$ cat src/design/mspt_pkg.sv
// Shared types, codes and constants of the multi-slot periodic timer.
package mspt_pkg;

  localparam int DEF_NUM_SLOTS = 8;
  localparam int MAX_RESULTS   = 8;
  localparam int CNT_W         = $clog2(MAX_RESULTS + 1);

  // operation codes
  localparam logic [2:0] OP_TICK     = 3'd0;
  localparam logic [2:0] OP_ADD      = 3'd1;
  localparam logic [2:0] OP_REMOVE   = 3'd2;
  localparam logic [2:0] OP_PAUSE    = 3'd3;
  localparam logic [2:0] OP_RESUME   = 3'd4;
  localparam logic [2:0] OP_SET_IVAL = 3'd5;
  localparam logic [2:0] OP_SERVICE  = 3'd6;

  // result codes
  localparam logic [2:0] RES_DONE     = 3'd0;
  localparam logic [2:0] RES_IRQ_DUE  = 3'd1;
  localparam logic [2:0] RES_LOOP_RUN = 3'd2;
  localparam logic [2:0] RES_FULL     = 3'd3;
  localparam logic [2:0] RES_ASSIGNED = 3'd4;

  // slot kinds and run states
  localparam logic [1:0] KIND_EMPTY  = 2'd0;
  localparam logic [1:0] KIND_IRQ    = 2'd1;
  localparam logic [1:0] KIND_LOOP   = 2'd2;
  localparam logic [1:0] RUN_STOPPED = 2'd0;
  localparam logic [1:0] RUN_RUNNING = 2'd1;
  localparam logic [1:0] RUN_DUE     = 2'd2;

  typedef struct packed {
    logic [2:0]  opcode;
    logic [2:0]  slot;
    logic [31:0] interval;
    logic        kind;
    logic [31:0] tick_amount;
  } in_item_t;

  typedef struct packed {
    logic [2:0]  code;
    logic [2:0]  slot_out;
    logic [31:0] clock_now;
    logic        last;
  } out_item_t;

  // controller to datapath
  typedef struct packed {
    logic capture;
    logic rd;
    logic ev;
    logic wr;
    logic srch;
    logic svc;
    logic exec;
    logic fin;
    logic idx_inc;
  } ctrl_cmd_t;

  // datapath to controller
  typedef struct packed {
    logic       hold;
    logic       idx_last;
    logic       found;
    logic [2:0] op;
  } ctrl_sts_t;

endpackage

$ cat src/design/mspt_ctrl.sv
// Sequencer of the multi-slot periodic timer: walks the phases of each operation.
module mspt_ctrl (
  input  logic                clk_i,
  input  logic                rst_ni,
  input  logic                in_valid_i,
  output logic                in_stall_o,
  input  mspt_pkg::ctrl_sts_t sts_i,
  output mspt_pkg::ctrl_cmd_t cmd_o
);
  import mspt_pkg::*;

  localparam logic [2:0] S_IDLE = 3'd0;
  localparam logic [2:0] S_RD   = 3'd1;
  localparam logic [2:0] S_EV   = 3'd2;
  localparam logic [2:0] S_WR   = 3'd3;
  localparam logic [2:0] S_SRCH = 3'd4;
  localparam logic [2:0] S_SVC  = 3'd5;
  localparam logic [2:0] S_EXEC = 3'd6;
  localparam logic [2:0] S_FIN  = 3'd7;

  logic [2:0] state_q, state_d;

  assign in_stall_o = (state_q != S_IDLE);

  always_comb begin
    state_d       = state_q;
    cmd_o         = '0;
    cmd_o.capture = (state_q == S_IDLE) && in_valid_i;
    cmd_o.rd      = (state_q == S_RD);
    cmd_o.ev      = (state_q == S_EV);
    cmd_o.wr      = (state_q == S_WR);
    cmd_o.srch    = (state_q == S_SRCH);
    cmd_o.svc     = (state_q == S_SVC);
    cmd_o.exec    = (state_q == S_EXEC);
    cmd_o.fin     = (state_q == S_FIN);
    unique case (state_q)
      S_IDLE: begin
        if (in_valid_i) begin
          unique case (sts_i.op) inside
            OP_TICK:    state_d = S_RD;
            OP_ADD:     state_d = S_SRCH;
            OP_SERVICE: state_d = S_SVC;
            OP_REMOVE, OP_PAUSE, OP_RESUME, OP_SET_IVAL: state_d = S_EXEC;
            default:    state_d = S_FIN;
          endcase
        end
      end
      S_RD: state_d = S_EV;
      S_EV: state_d = S_WR;
      S_WR: begin
        if (!sts_i.hold) begin
          if (sts_i.idx_last) begin
            state_d = S_FIN;
          end else begin
            cmd_o.idx_inc = 1'b1;
            state_d       = S_RD;
          end
        end
      end
      S_SRCH: begin
        if (!sts_i.hold) begin
          if (sts_i.found || sts_i.idx_last) begin
            state_d = S_FIN;
          end else begin
            cmd_o.idx_inc = 1'b1;
          end
        end
      end
      S_SVC: begin
        if (!sts_i.hold) begin
          if (sts_i.idx_last) begin
            state_d = S_FIN;
          end else begin
            cmd_o.idx_inc = 1'b1;
          end
        end
      end
      S_EXEC: state_d = S_FIN;
      S_FIN: begin
        if (!sts_i.hold) begin
          state_d = S_IDLE;
        end
      end
      default: state_d = S_IDLE;
    endcase
  end

  always_ff @(posedge clk_i or negedge rst_ni) begin
    if (!rst_ni) begin
      state_q <= S_IDLE;
    end else begin
      state_q <= state_d;
    end
  end

endmodule

$ cat src/design/mspt_datapath.sv
// Datapath of the multi-slot periodic timer: slot store, clock, result staging.
module mspt_datapath #(
  parameter int NUM_SLOTS = mspt_pkg::DEF_NUM_SLOTS
) (
  input  logic                clk_i,
  input  logic                rst_ni,
  input  mspt_pkg::in_item_t  in_i,
  input  logic                out_stall_i,
  output logic                out_valid_o,
  output mspt_pkg::out_item_t out_o,
  input  mspt_pkg::ctrl_cmd_t cmd_i,
  output mspt_pkg::ctrl_sts_t sts_o
);
  import mspt_pkg::*;

  localparam int IdxW = (NUM_SLOTS > 1) ? $clog2(NUM_SLOTS) : 1;
  localparam logic [IdxW-1:0] IdxLast = IdxW'(NUM_SLOTS - 1);

  // captured item
  logic [2:0]  op_q;
  logic [2:0]  slot_q;
  logic [31:0] ival_q;
  logic        kbit_q;

  logic [31:0]     clock_q;
  logic [IdxW-1:0] idx_q;
  logic [1:0]      skind_q [NUM_SLOTS];
  logic [1:0]      srun_q  [NUM_SLOTS];

  logic [31:0] per_mem [NUM_SLOTS];
  logic [31:0] lf_mem  [NUM_SLOTS];
  logic [31:0] per_rd_q, lf_rd_q;

  logic        live_q, fire_q;
  logic [31:0] cand_q;

  logic             pend_valid_q;
  logic [2:0]       pend_code_q, pend_slot_q;
  logic [CNT_W-1:0] cnt_q;

  logic      out_valid_q;
  out_item_t out_q;

  logic [IdxW-1:0] sidx;
  logic            slot_ok;
  logic [1:0]      cur_kind, cur_run;
  logic            found, svc_hit;
  logic [31:0]     elapsed, nlf;
  logic            gen, take, hold, out_free, push_mid, push_fin;
  logic [2:0]      gen_code, gen_slot;

  logic            per_we, lf_we;
  logic [IdxW-1:0] per_wa, lf_wa;
  logic [31:0]     per_wd, lf_wd;

  assign sidx     = IdxW'(slot_q);
  assign slot_ok  = int'(slot_q) < NUM_SLOTS;
  assign cur_kind = skind_q[idx_q];
  assign cur_run  = srun_q[idx_q];
  assign found    = (cur_kind == KIND_EMPTY);
  assign svc_hit  = (cur_kind == KIND_LOOP) && (cur_run == RUN_DUE);
  assign elapsed  = clock_q - lf_rd_q;
  assign nlf      = (cand_q > clock_q) ? clock_q : cand_q;
  assign out_free = !out_valid_q || !out_stall_i;

  always_comb begin
    gen      = 1'b0;
    gen_code = RES_DONE;
    gen_slot = 3'd0;
    if (cmd_i.wr && fire_q && (cur_kind == KIND_IRQ)) begin
      gen      = 1'b1;
      gen_code = RES_IRQ_DUE;
      gen_slot = 3'(idx_q);
    end
    if (cmd_i.srch) begin
      if (found) begin
        gen      = 1'b1;
        gen_code = RES_ASSIGNED;
        gen_slot = 3'(idx_q);
      end else if (idx_q == IdxLast) begin
        gen      = 1'b1;
        gen_code = RES_FULL;
      end
    end
    if (cmd_i.svc && svc_hit) begin
      gen      = 1'b1;
      gen_code = RES_LOOP_RUN;
      gen_slot = 3'(idx_q);
    end
  end

  // beyond the result cap a hit still updates state but emits nothing
  assign take     = gen && (cnt_q < CNT_W'(MAX_RESULTS));
  assign hold     = (take && pend_valid_q && !out_free) || (cmd_i.fin && !out_free);
  assign push_mid = take && pend_valid_q && !hold;
  assign push_fin = cmd_i.fin && !hold;

  assign sts_o.hold     = hold;
  assign sts_o.idx_last = (idx_q == IdxLast);
  assign sts_o.found    = found;
  assign sts_o.op       = in_i.opcode;

  assign out_valid_o = out_valid_q;
  assign out_o       = out_q;

  always_comb begin
    per_we = 1'b0;
    per_wa = idx_q;
    per_wd = ival_q;
    lf_we  = 1'b0;
    lf_wa  = idx_q;
    lf_wd  = clock_q;
    if (cmd_i.wr && live_q && !hold) begin
      lf_we = 1'b1;
      lf_wd = nlf;
    end
    if (cmd_i.srch && found && !hold) begin
      per_we = 1'b1;
      lf_we  = 1'b1;
    end
    if (cmd_i.exec && slot_ok) begin
      if (op_q == OP_RESUME) begin
        lf_we = 1'b1;
        lf_wa = sidx;
      end
      if (op_q == OP_SET_IVAL) begin
        per_we = 1'b1;
        per_wa = sidx;
      end
    end
  end

  always_ff @(posedge clk_i) begin
    if (per_we) begin
      per_mem[per_wa] <= per_wd;
    end
    if (lf_we) begin
      lf_mem[lf_wa] <= lf_wd;
    end
    if (cmd_i.rd) begin
      per_rd_q <= per_mem[idx_q];
      lf_rd_q  <= lf_mem[idx_q];
    end
  end

  always_ff @(posedge clk_i) begin
    if (cmd_i.capture) begin
      op_q   <= in_i.opcode;
      slot_q <= in_i.slot;
      ival_q <= in_i.interval;
      kbit_q <= in_i.kind;
    end
    if (cmd_i.ev) begin
      live_q <= (cur_kind != KIND_EMPTY) && (cur_run != RUN_STOPPED);
      fire_q <= (cur_kind != KIND_EMPTY) && (cur_run != RUN_STOPPED) &&
                (elapsed >= per_rd_q);
      cand_q <= (elapsed >= per_rd_q) ? (lf_rd_q + per_rd_q) : lf_rd_q;
    end
    if (push_mid) begin
      out_q.code      <= pend_code_q;
      out_q.slot_out  <= pend_slot_q;
      out_q.clock_now <= clock_q;
      out_q.last      <= 1'b0;
    end else if (push_fin) begin
      out_q.code      <= pend_valid_q ? pend_code_q : RES_DONE;
      out_q.slot_out  <= pend_valid_q ? pend_slot_q : 3'd0;
      out_q.clock_now <= clock_q;
      out_q.last      <= 1'b1;
    end
    if (take && !hold) begin
      pend_code_q <= gen_code;
      pend_slot_q <= gen_slot;
    end
  end

  always_ff @(posedge clk_i or negedge rst_ni) begin
    if (!rst_ni) begin
      clock_q      <= '0;
      idx_q        <= '0;
      pend_valid_q <= 1'b0;
      cnt_q        <= '0;
      out_valid_q  <= 1'b0;
      for (int i = 0; i < NUM_SLOTS; i++) begin
        skind_q[i] <= KIND_EMPTY;
        srun_q[i]  <= RUN_STOPPED;
      end
    end else begin
      if (cmd_i.capture) begin
        idx_q <= '0;
        if (in_i.opcode == OP_TICK) begin
          clock_q <= clock_q + in_i.tick_amount;
        end
      end else if (cmd_i.idx_inc) begin
        idx_q <= idx_q + 1'b1;
      end

      if (cmd_i.capture || push_fin) begin
        pend_valid_q <= 1'b0;
        cnt_q        <= '0;
      end else if (take && !hold) begin
        pend_valid_q <= 1'b1;
        cnt_q        <= CNT_W'(cnt_q + 1'b1);
      end

      if (push_mid || push_fin) begin
        out_valid_q <= 1'b1;
      end else if (!out_stall_i) begin
        out_valid_q <= 1'b0;
      end

      if (cmd_i.wr && fire_q && !hold) begin
        srun_q[idx_q] <= RUN_DUE;
      end
      if (cmd_i.srch && found && !hold) begin
        skind_q[idx_q] <= kbit_q ? KIND_LOOP : KIND_IRQ;
        srun_q[idx_q]  <= RUN_RUNNING;
      end
      if (cmd_i.svc && svc_hit && !hold) begin
        srun_q[idx_q] <= RUN_RUNNING;
      end
      if (cmd_i.exec && slot_ok) begin
        case (op_q)
          OP_REMOVE: begin
            skind_q[sidx] <= KIND_EMPTY;
            srun_q[sidx]  <= RUN_STOPPED;
          end
          OP_PAUSE:  srun_q[sidx] <= RUN_STOPPED;
          OP_RESUME: srun_q[sidx] <= RUN_RUNNING;
          default: ;
        endcase
      end
    end
  end

`ifndef SYNTHESIS
  a_tick_adv: assert property (@(posedge clk_i) disable iff (!rst_ni)
    cmd_i.capture && (in_i.opcode == OP_TICK) |=>
      clock_q == $past(clock_q) + $past(in_i.tick_amount))
    else $error("clock did not advance by the tick amount");
  a_cnt_cap: assert property (@(posedge clk_i) disable iff (!rst_ni)
    cnt_q <= CNT_W'(MAX_RESULTS))
    else $error("result count above cap");
  a_pend_cnt: assert property (@(posedge clk_i) disable iff (!rst_ni)
    pend_valid_q |-> (cnt_q != '0))
    else $error("pending result without count");
  a_fin_last: assert property (@(posedge clk_i) disable iff (!rst_ni)
    push_fin |=> out_valid_q && out_q.last)
    else $error("final transfer not marked last");
`endif

endmodule

$ cat src/design/multi_slot_periodic_timer_core.sv
// Flow: tick walks every slot, add stops at the first empty slot, service walks every slot,
//   slot commands run one step, a spare opcode none, then the final result is loaded out.
// Throughput: one item at a time; the next item is taken once the final result is staged.
//   The rate is set by the per-slot walk (read, evaluate, write back).
// Reset: asynchronous, active low; all slots empty and stopped, clock zero, no clearing pass.
module multi_slot_periodic_timer_core #(
  parameter int NUM_SLOTS = mspt_pkg::DEF_NUM_SLOTS
) (
  input  logic                clk_i,
  input  logic                rst_ni,
  input  logic                in_valid_i,
  output logic                in_stall_o,
  input  mspt_pkg::in_item_t  in_i,
  output logic                out_valid_o,
  input  logic                out_stall_i,
  output mspt_pkg::out_item_t out_o
);
  import mspt_pkg::*;

  // Command and status between the sequencer and the datapath.
  ctrl_cmd_t cmd;
  ctrl_sts_t sts;

  // Sequencer: hold off input transfers while an item is at work; walk the
  // slots one at a time for tick (three phases per slot), add and service,
  // then stage the final result.
  mspt_ctrl u_ctrl (
    .clk_i      (clk_i),
    .rst_ni     (rst_ni),
    .in_valid_i (in_valid_i),
    .in_stall_o (in_stall_o),
    .sts_i      (sts),
    .cmd_o      (cmd)
  );

  // Datapath: slot kinds and run states in flops, interval and last-fire
  // time in memories with registered reads. Each result is held back one
  // step so the last one of an item can be flagged; a stalled output
  // register pauses the walk only when a new result must move out.
  mspt_datapath #(
    .NUM_SLOTS (NUM_SLOTS)
  ) u_dp (
    .clk_i       (clk_i),
    .rst_ni      (rst_ni),
    .in_i        (in_i),
    .out_stall_i (out_stall_i),
    .out_valid_o (out_valid_o),
    .out_o       (out_o),
    .cmd_i       (cmd),
    .sts_o       (sts)
  );

endmodule
$ cat config.mk
export PLATFORM = sky130hd
export DESIGN_NAME = multi_slot_periodic_timer_core
export DESIGN_NICKNAME = d
export VERILOG_FILES = /design/src/design/mspt_pkg.sv /design/src/design/mspt_ctrl.sv /design/src/design/mspt_datapath.sv /design/src/design/multi_slot_periodic_timer_core.sv
export SDC_FILE = /design/constraint.sdc
export NUM_CORES = 1
export LEC_CHECK = 0
export ABC_AREA = 0
export BUFFER_PORTS_ARGS = -buffer_cell sky130_fd_sc_hd__buf_2
export CAP_MARGIN = 40
export CELL_PAD_IN_SITES_DETAIL_PLACEMENT = 0
export CELL_PAD_IN_SITES_GLOBAL_PLACEMENT = 1
export CORE_MARGIN = 10
export CORE_UTILIZATION = 50
export CTS_CLUSTER_DIAMETER = 40
export DETAILED_ROUTE_END_ITERATION = 6
export PLACE_DENSITY_LB_ADDON = 0.1
export REMOVE_ABC_BUFFERS = 1
export SYNTH_ARGS = -nofsm -noshare
export SYNTH_HDL_FRONTEND = slang
export SYNTH_SLANG_ARGS = --single-unit
$ cat constraint.sdc
create_clock -name clk_i -period 6.03 [get_ports clk_i]
set_input_delay 1.206 -clock clk_i [delete_from_list [all_inputs] [get_ports clk_i]]
set_output_delay 1.206 -clock clk_i [all_outputs]
set_load 0.05 [all_outputs]
### After elaboration in Yosys (flattened, before gate mapping)

Memory sizes are Yosys's and may differ from the RTL's. A register that Yosys moved wholly into a read port is not among the register bits.
Cells that the tools add are included.
Widths: inputs -> output; s select.

* flip-flop bits (word level): 194
* latch bits: 0
* memory bits (writable): 512
* bits in read-only memories: 0
* input bits: 75
* output and inout port bits: 41
* logic and storage cells: 217
* memories kept: 2

Memories
* u_dp.lf_mem: depth 8, bits a word 32, rd ports 1, clocked after Yosys merged registers in 1, write ports 1, RTL line mspt_datapath.sv:31 `logic [31:0] lf_mem [NUM_SLOTS];`
* u_dp.per_mem: depth 8, bits a word 32, rd ports 1, clocked after Yosys merged registers in 1, write ports 1, RTL line mspt_datapath.sv:30 `logic [31:0] per_mem [NUM_SLOTS];`

* $add $sub $neg: 5
* multiply operators: 0
* divide/modulo/power cells: 0
* order comparisons: 7
* equality and inequality tests: 29
* shift-type cells: 0
* mux-type cells: 78
* bitwise gates (word level): 16
* reduce and logical (&&, ||, !) cells: 45

Operators by type and width (number)
* $mux 16: 7
* $mux 32: 3
* $mux 39: 2
* $mux 3: 23
* $add 32x32->32: 2
* $and 16x16->16: 2
* $and 8x8->8: 4
* $ge 32x32->1: 1
* $gt 32x32->1: 1
* $or 8x8->8: 4
* $pmux 16 s2: 1
* $sub 32x32->32: 1
* $eq 3x3->1 const B: 10
* $mux 1: 25
* $not 8->8: 3
* $pmux 3 s8: 1
* $logic_and 1x1->1: 22
* $eq 3x2->1 const B: 6
* $bwmux 16: 1
* $not 16->16: 1
* $mux 2: 7
* $ne 2x2->1 const B: 7
* $bmux 2 s3: 2
* $demux 2 s3: 2
* other kinds (23): 42

### Logic depth before layout (Yosys ltp)

* depth in word-level cells: 25
* mapped depth: 26
* mapped depth without buffers: 25

### Hierarchy

From an unflattened synthesis, not the netlist that was laid out.

* cell total of the unflattened synthesis: 2557
* area, all modules: 34584.4 sq um

Modules (own cells, without submodules)
* mspt_datapath: instances 1, cells each 2512, area an instance 34265.4 sq um, sequential area each 22656.7 sq um
* mspt_ctrl: instances 1, cells each 45, area an instance 319.1 sq um, sequential area each 75.1 sq um

### Worst setup path before layout

No wires, ideal clock.

* kind: reg2reg
* start: register u_dp.clock_q[0]
* end: register u_dp.cand_q[0], data pin
* library setup time: 260 ps
* arrival: 4918 ps
* data required time: 5770 ps
* slack: 852 ps
* cell stages (with the launch flop): 25
* buffers on the path: 1
* period minus slack after synthesis: 5178 ps
* cell sequence: dfrtp_1 > inv_1 > ha_1 > inv_1 > fa_1 > a21o_1 > a211o_1 > a21oi_2 > o41ai_2 > o211ai_1 > o21ai_1 > a41o_1 > nor4_1 > nor2_1 > o211ai_1 > ha_1 > nand4_1 > nor2_1 > nand2_1 > nor2_1 > nand2_1 > o21ai_0 > nor4_2 > clkbuf_1 > mux2_2

* word-level cells in the longest chain between the ends: 3

Ends and longest elaborated chain
* start: declaration: RTL line mspt_datapath.sv:25 `logic [31:0] clock_q;`
* start signal: assignment: RTL line mspt_datapath.sv:191 `clock_q <= clock_q + in_i.tick_amount;`
* $sub 32x32->32: RTL line mspt_datapath.sv:62 `assign elapsed = clock_q - lf_rd_q;`
* $ge 32x32->1: RTL line mspt_datapath.sv:157 `cand_q <= (elapsed >= per_rd_q) ? (lf_rd_q + per_rd_q) : lf_rd_q;`
* $mux 32: RTL line mspt_datapath.sv:157
* end signal: assignment: RTL line mspt_datapath.sv:157
* end: declaration: RTL line mspt_datapath.sv:35 `logic [31:0] cand_q;`

No other way between the ends.
A chain may end at the register's enable or synchronous reset.

### Worst setup path in the final report

* start: register u_dp.lf_rd_q[0] (read register of u_dp.lf_mem)
* end: register u_dp.cand_q[8], data pin

* word-level cells in the longest chain between the ends: 3
* elaborated cells between the ends (all ways): 4
* those cells by class: 2 x add/sub; 1 x order compare; 1 x mux

Ends and longest elaborated chain
* start: declaration: RTL line mspt_datapath.sv:32 `logic [31:0] per_rd_q, lf_rd_q;`
* $sub 32x32->32: RTL line mspt_datapath.sv:62
* $ge 32x32->1: RTL line mspt_datapath.sv:157
* $mux 32 (*): RTL line mspt_datapath.sv:157

Mark *: on every way between the ends. The rest lies on a longest branch, timed or not.

==> results.rst <==
.. list-table::
   :header-rows: 1

   * - Metric
     - Value
   * - Status
     - completed
   * - WP data arrival
     - between 5000 and 6000 ps
   * - Routed length on met1
     - around 39000 µm
   * - DRC viols
     - 0
   * - Clk Tree Root Cell
     - sky130_fd_sc_hd__clkbuf_16
   * - Clock latency reported for the late side of the worst-skew pair
     - approximately 670 ps
   * - Critical-path cell list
     - ha_1, inv_1, fa_1, a21o_1, a211o_1, a21oi_2, o41ai_2, o211ai_1, buf_4, o21ai_1, a41o_1, nor4_1, or4_1, o211ai_1, ha_1, nand4_1, nor2_1, nand2_1, nor2_1, nand2_1, o21ai_0, nor4_4, buf_12, mux2_2
   * - GR Overflow Total
     - 0
   * - Post-CTS setup buffers
     - 0
   * - Reg-to-reg setup timing slack
     - 520 ps
   * - Tightest slew margin relative to the limit
     - just under 40%
   * - HP Class
     - reg -> reg
   * - Peak clock frequency supported by timing
     - roughly 0.18 GHz
   * - Setup WS pre-CTS
     - around 370 ps
   * - Number of global-route vias before repair
     - between 20000 and 25000
   * - Seq cells post-synth
     - 770
   * - Die Span X
     - about 280 µm
   * - Routability congestion estimate
     - 0.848
   * - Number of non-filler instances in the completed layout
     - about 3800
   * - Worst reg2reg path depth
     - 24
   * - End point of the most critical hold path
     - u_dp.out_o[0]$_SDFFE_PP0P_
   * - Mapped Avg Cell Area
     - between 10 and 15 µm²
   * - Worst-case clock buffer depth
     - 3
   * - I/O Pins
     - 116
   * - Delay of the slowest critical-path stage
     - 540 ps
   * - Nature of the critical path endpoint
     - flip-flop
   * - Chip Height
     - 284 µm
   * - Max Slew Vio Count
     - 0
   * - Critical path data required time
     - around 6400 ps
   * - DR iter-0 viols
     - around 1500
   * - Predominant post-synthesis flop cell
     - sky130_fd_sc_hd__edfxtp_1
   * - Instance count after placement with tap cells included
     - about 3600
   * - Remaining number of nets flagged by the antenna check after routing
     - 0
   * - Number of buffer cells added on primary ports
     - 115
   * - Std-Cell Core Area
     - between 0.06 and 0.07 mm²
   * - WHS
     - between 400 and 500 ps
   * - Setup repair after global routing missed its margin
     - false
   * - Post-synthesis cell type count
     - between 80 and 90
   * - Via density per instance
     - 5.90
   * - Clk sinks
     - between 700 and 800
   * - Final layout net count
     - 2973
   * - Critical path origin
     - u_dp.lf_rd_q[0]$_DFFE_PN_
   * - Yosys Warn Count
     - 0
   * - Setup Crit Path Kind
     - reg -> reg
   * - Total Wirelength
     - 87800 µm
   * - Startpoint type of the worst setup path
     - flip-flop
   * - Max IR drop VDD
     - 0.272 mV
   * - Hold violation count in the final report
     - 0
   * - Largest net degree at the start of global routing
     - 54
   * - Commonest cells after routing, fill and taps aside
     - 693 x sky130_fd_sc_hd__edfxtp_1, 259 x sky130_fd_sc_hd__a22oi_1, 164 x sky130_fd_sc_hd__a21oi_1, 160 x sky130_fd_sc_hd__ha_1, 151 x sky130_fd_sc_hd__nand2_1
   * - Register area share after synthesis
     - between 60% and 70%
   * - Average wire per cell in the routed design
     - ~23 µm
   * - Num CTS Buffers
     - 110
   * - Overall track demand over capacity in global routing
     - a little over a fifth
   * - Number of gates resized after CTS
     - 0
   * - Synthesized instance count
     - approximately 2600
   * - Highest Signal Layer
     - met4
   * - CTS tree
     - built
   * - Cell family with the largest share of critical-path delay
     - compound AO/OA/AOI/OAI gates
   * - Most common cell after layout, fill and taps aside
     - sky130_fd_sc_hd__edfxtp_1
   * - Deepest level of the CTS H-tree
     - 3
   * - Post-layout utilization of the core
     - between 50% and 60%
   * - Number of diodes added for antenna fixing
     - 0
   * - Leakage power
     - 15.0 nW
   * - Quantity of hold-fixing buffers added after cts
     - 0
   * - Measured slew at the worst slew-check pin
     - 897 ps
   * - Clock edge transition at the registers on the reported setup and hold paths
     - around 50 ps
   * - Power consumption
     - ~24 mW
   * - Area added between synthesis and finish
     - 16.6%
   * - First-pass GRT wire length
     - 134000 µm
   * - Area of the die
     - around 0.080 mm²
   * - Hold Path Depth
     - 2
   * - FFs w/ async S/R, synth
     - about a tenth
   * - Met3 routed wirelength
     - approximately 6500 µm
   * - Critical Path Stages
     - 24
   * - Power per cell area
     - about 600 mW/mm²
   * - Starting utilization of the core area
     - around 51%
   * - Slowest stage cell on the critical path
     - sky130_fd_sc_hd__o41ai_2
   * - Clock Skew
     - between 20 and 25 ps
   * - Share of the clock period used by the worst path
     - 91.3%
   * - Critical register-to-register path endpoint
     - u_dp.cand_q[8]$_DFFE_PP_
   * - Initial antenna violation count
     - 0
   * - Number of inserted filler cells in the final layout
     - around 5400
   * - Total iterations of the first detailed-routing run
     - 5
   * - Total buffers and inverters traversed by the critical path
     - 3
   * - Final HPWL DP
     - 56700 µm
   * - Setup ws final
     - approximately 520 ps
   * - Detailed-route via count
     - between 20000 and 25000
   * - Wire length on met2
     - approximately 40000 µm
   * - FF-to-FF Start
     - u_dp.lf_rd_q[0]$_DFFE_PN_
   * - Cell row count
     - 96
   * - Final Setup Violations
     - 0
   * - Final worst path period need
     - ~5500 ps
   * - Number of enable flip-flop cells after synthesis
     - between 600 and 700
   * - Number of max-cap violations
     - 0
   * - Share of final-layout standard cells stronger than drive strength 1
     - 15.7%
   * - Worst Min Path Start
     - u_dp.out_o[0]$_SDFFE_PP0P_
   * - Post-Synthesis Cell Area
     - 0.0347 mm²
   * - Largest driver fanout on the critical path
     - just over 40
[sequential cells by signal (all words and copies together) (netlist names), 32 cells and up]
name / cells
u_dp.out_o: 39
u_dp.per_mem: 256
u_dp.clock_q: 32
u_dp.per_rd_q: 32
u_dp.cand_q: 32
u_dp.lf_mem: 256
u_dp.ival_q: 32
u_dp.lf_rd_q: 32
[per-stage QoR]
stage,setup TNS [ps],cell area (µm²)
3_3_place_gp,0,36500
3_5_place_dp,0,36700
2_1_floorplan,-1016040,34300
6_report,0,40500
5_1_grt,0,40500
4_1_cts,0,40500
[layer usage]
| metal | track usage (%) | vias up |
|---|---|---|
| li1 | - | 10300 |
| met3 | 4.29 | 141 |
| met4 | 7.50 | 0 |
| met2 | 34.0 | 763 |
| met1 | 29.0 | 11000 |
| met5 | 0 | - |
[power by group]
part / total [mW] / switching, mW / internal [mW] / leakage, nW
combinational: 8.96 / 5.53 / 3.43 / 5.94
clock: 6.48 / 2.50 / 3.98 / 1.80
sequential: 8.16 / 0.766 / 7.40 / 7.28
total: 23.6 / 8.79 / 14.8 / 15.0
[cell usage after synthesis (4+ instances only)]
master | number | area (µm²)
sky130_fd_sc_hd__o21a_1 | 22 | 165
sky130_fd_sc_hd__a211oi_1 | 14 | 105
sky130_fd_sc_hd__a21boi_0 | 5 | 37.5
sky130_fd_sc_hd__nand3_1 | 22 | 110
sky130_fd_sc_hd__clkbuf_1 | 91 | 342
sky130_fd_sc_hd__a221oi_1 | 8 | 70.1
sky130_fd_sc_hd__inv_1 | 135 | 507
sky130_fd_sc_hd__a211o_1 | 5 | 43.8
sky130_fd_sc_hd__ha_1 | 160 | 2000
sky130_fd_sc_hd__or2_2 | 5 | 31.3
sky130_fd_sc_hd__nor2b_1 | 21 | 131
sky130_fd_sc_hd__and3b_1 | 4 | 35.0
sky130_fd_sc_hd__o21ai_0 | 110 | 551
sky130_fd_sc_hd__nand4_1 | 84 | 526
sky130_fd_sc_hd__mux2_4 | 30 | 450
sky130_fd_sc_hd__buf_2 | 7 | 35.0
sky130_fd_sc_hd__mux2i_1 | 13 | 130
sky130_fd_sc_hd__o21bai_1 | 10 | 75.1
sky130_fd_sc_hd__a21o_1 | 41 | 308
sky130_fd_sc_hd__nand2b_1 | 21 | 131
sky130_fd_sc_hd__and2_1 | 42 | 263
sky130_fd_sc_hd__a21oi_1 | 165 | 826
sky130_fd_sc_hd__a221o_1 | 9 | 90.1
sky130_fd_sc_hd__o211ai_1 | 11 | 82.6
sky130_fd_sc_hd__and4_1 | 4 | 35.0
sky130_fd_sc_hd__a31oi_1 | 14 | 87.6
sky130_fd_sc_hd__and3_1 | 18 | 113
sky130_fd_sc_hd__xor2_1 | 33 | 289
sky130_fd_sc_hd__dfrtp_1 | 76 | 1900
sky130_fd_sc_hd__nand3b_1 | 6 | 45.0
sky130_fd_sc_hd__a22oi_1 | 259 | 1940
sky130_fd_sc_hd__nor2_1 | 101 | 379
sky130_fd_sc_hd__buf_6 | 5 | 56.3
sky130_fd_sc_hd__nor3b_1 | 8 | 60.1
sky130_fd_sc_hd__or3_1 | 7 | 43.8
sky130_fd_sc_hd__mux2_2 | 5 | 56.3
sky130_fd_sc_hd__o31ai_1 | 7 | 52.6
sky130_fd_sc_hd__edfxtp_1 | 693 | 20800
sky130_fd_sc_hd__nor4_1 | 5 | 31.3
sky130_fd_sc_hd__o22ai_1 | 4 | 25.0
sky130_fd_sc_hd__nand2_1 | 152 | 571
sky130_fd_sc_hd__xnor2_1 | 42 | 368
sky130_fd_sc_hd__nor3_1 | 23 | 115
[logic make-up (layout without fill, tap and decap cells)]
group	count (synthesis)	after routing	synth area share (%)
AOI/OAI and AO/OA	721	721	14.0
xor gates and xnor gates	75	75	1.89
adders and majority gates	163	163	5.94
buffers and inverters	245	511	2.81
DFF	770	770	65.5
muxes	48	48	1.83
and+or+nand+nor	541	541	8.08
[worst max path at each step]
| stage | end |
|---|---|
| 3_3_place_gp | u_dp.cand_q[30]$_DFFE_PP_ |
| 2_1_floorplan | u_dp.out_o[33]$_DFFE_PP_ |
| 6_report | u_dp.cand_q[8]$_DFFE_PP_ |
| 4_1_cts | u_dp.cand_q[8]$_DFFE_PP_ |
| 3_5_place_dp | u_dp.cand_q[8]$_DFFE_PP_ |
| 5_1_grt | u_dp.cand_q[8]$_DFFE_PP_ |
[worst min-delay path, delay by kind of cell (launching register included)]
kind	cells	cell delay [ps]
AND/OR/NAND/NOR	1	100
AO/OA/AOI/OAI	1	40
flip-flops	1	300
[final cells by class]
cell class / count / area (µm²) / area share [%]
flip-flops and latches: 770 / 22700 / 56.2
multi-input cells: 1548 / 11100 / 27.5
inverters: 135 / 507 / 1.25
well taps: 931 / 1160 / 2.88
repair buffers: 170 / 1140 / 2.82
clock inverters: 82 / 943 / 2.33
clock buffers: 124 / 2850 / 7.04
No activity file was read; power rests on OpenSTA's default activity.
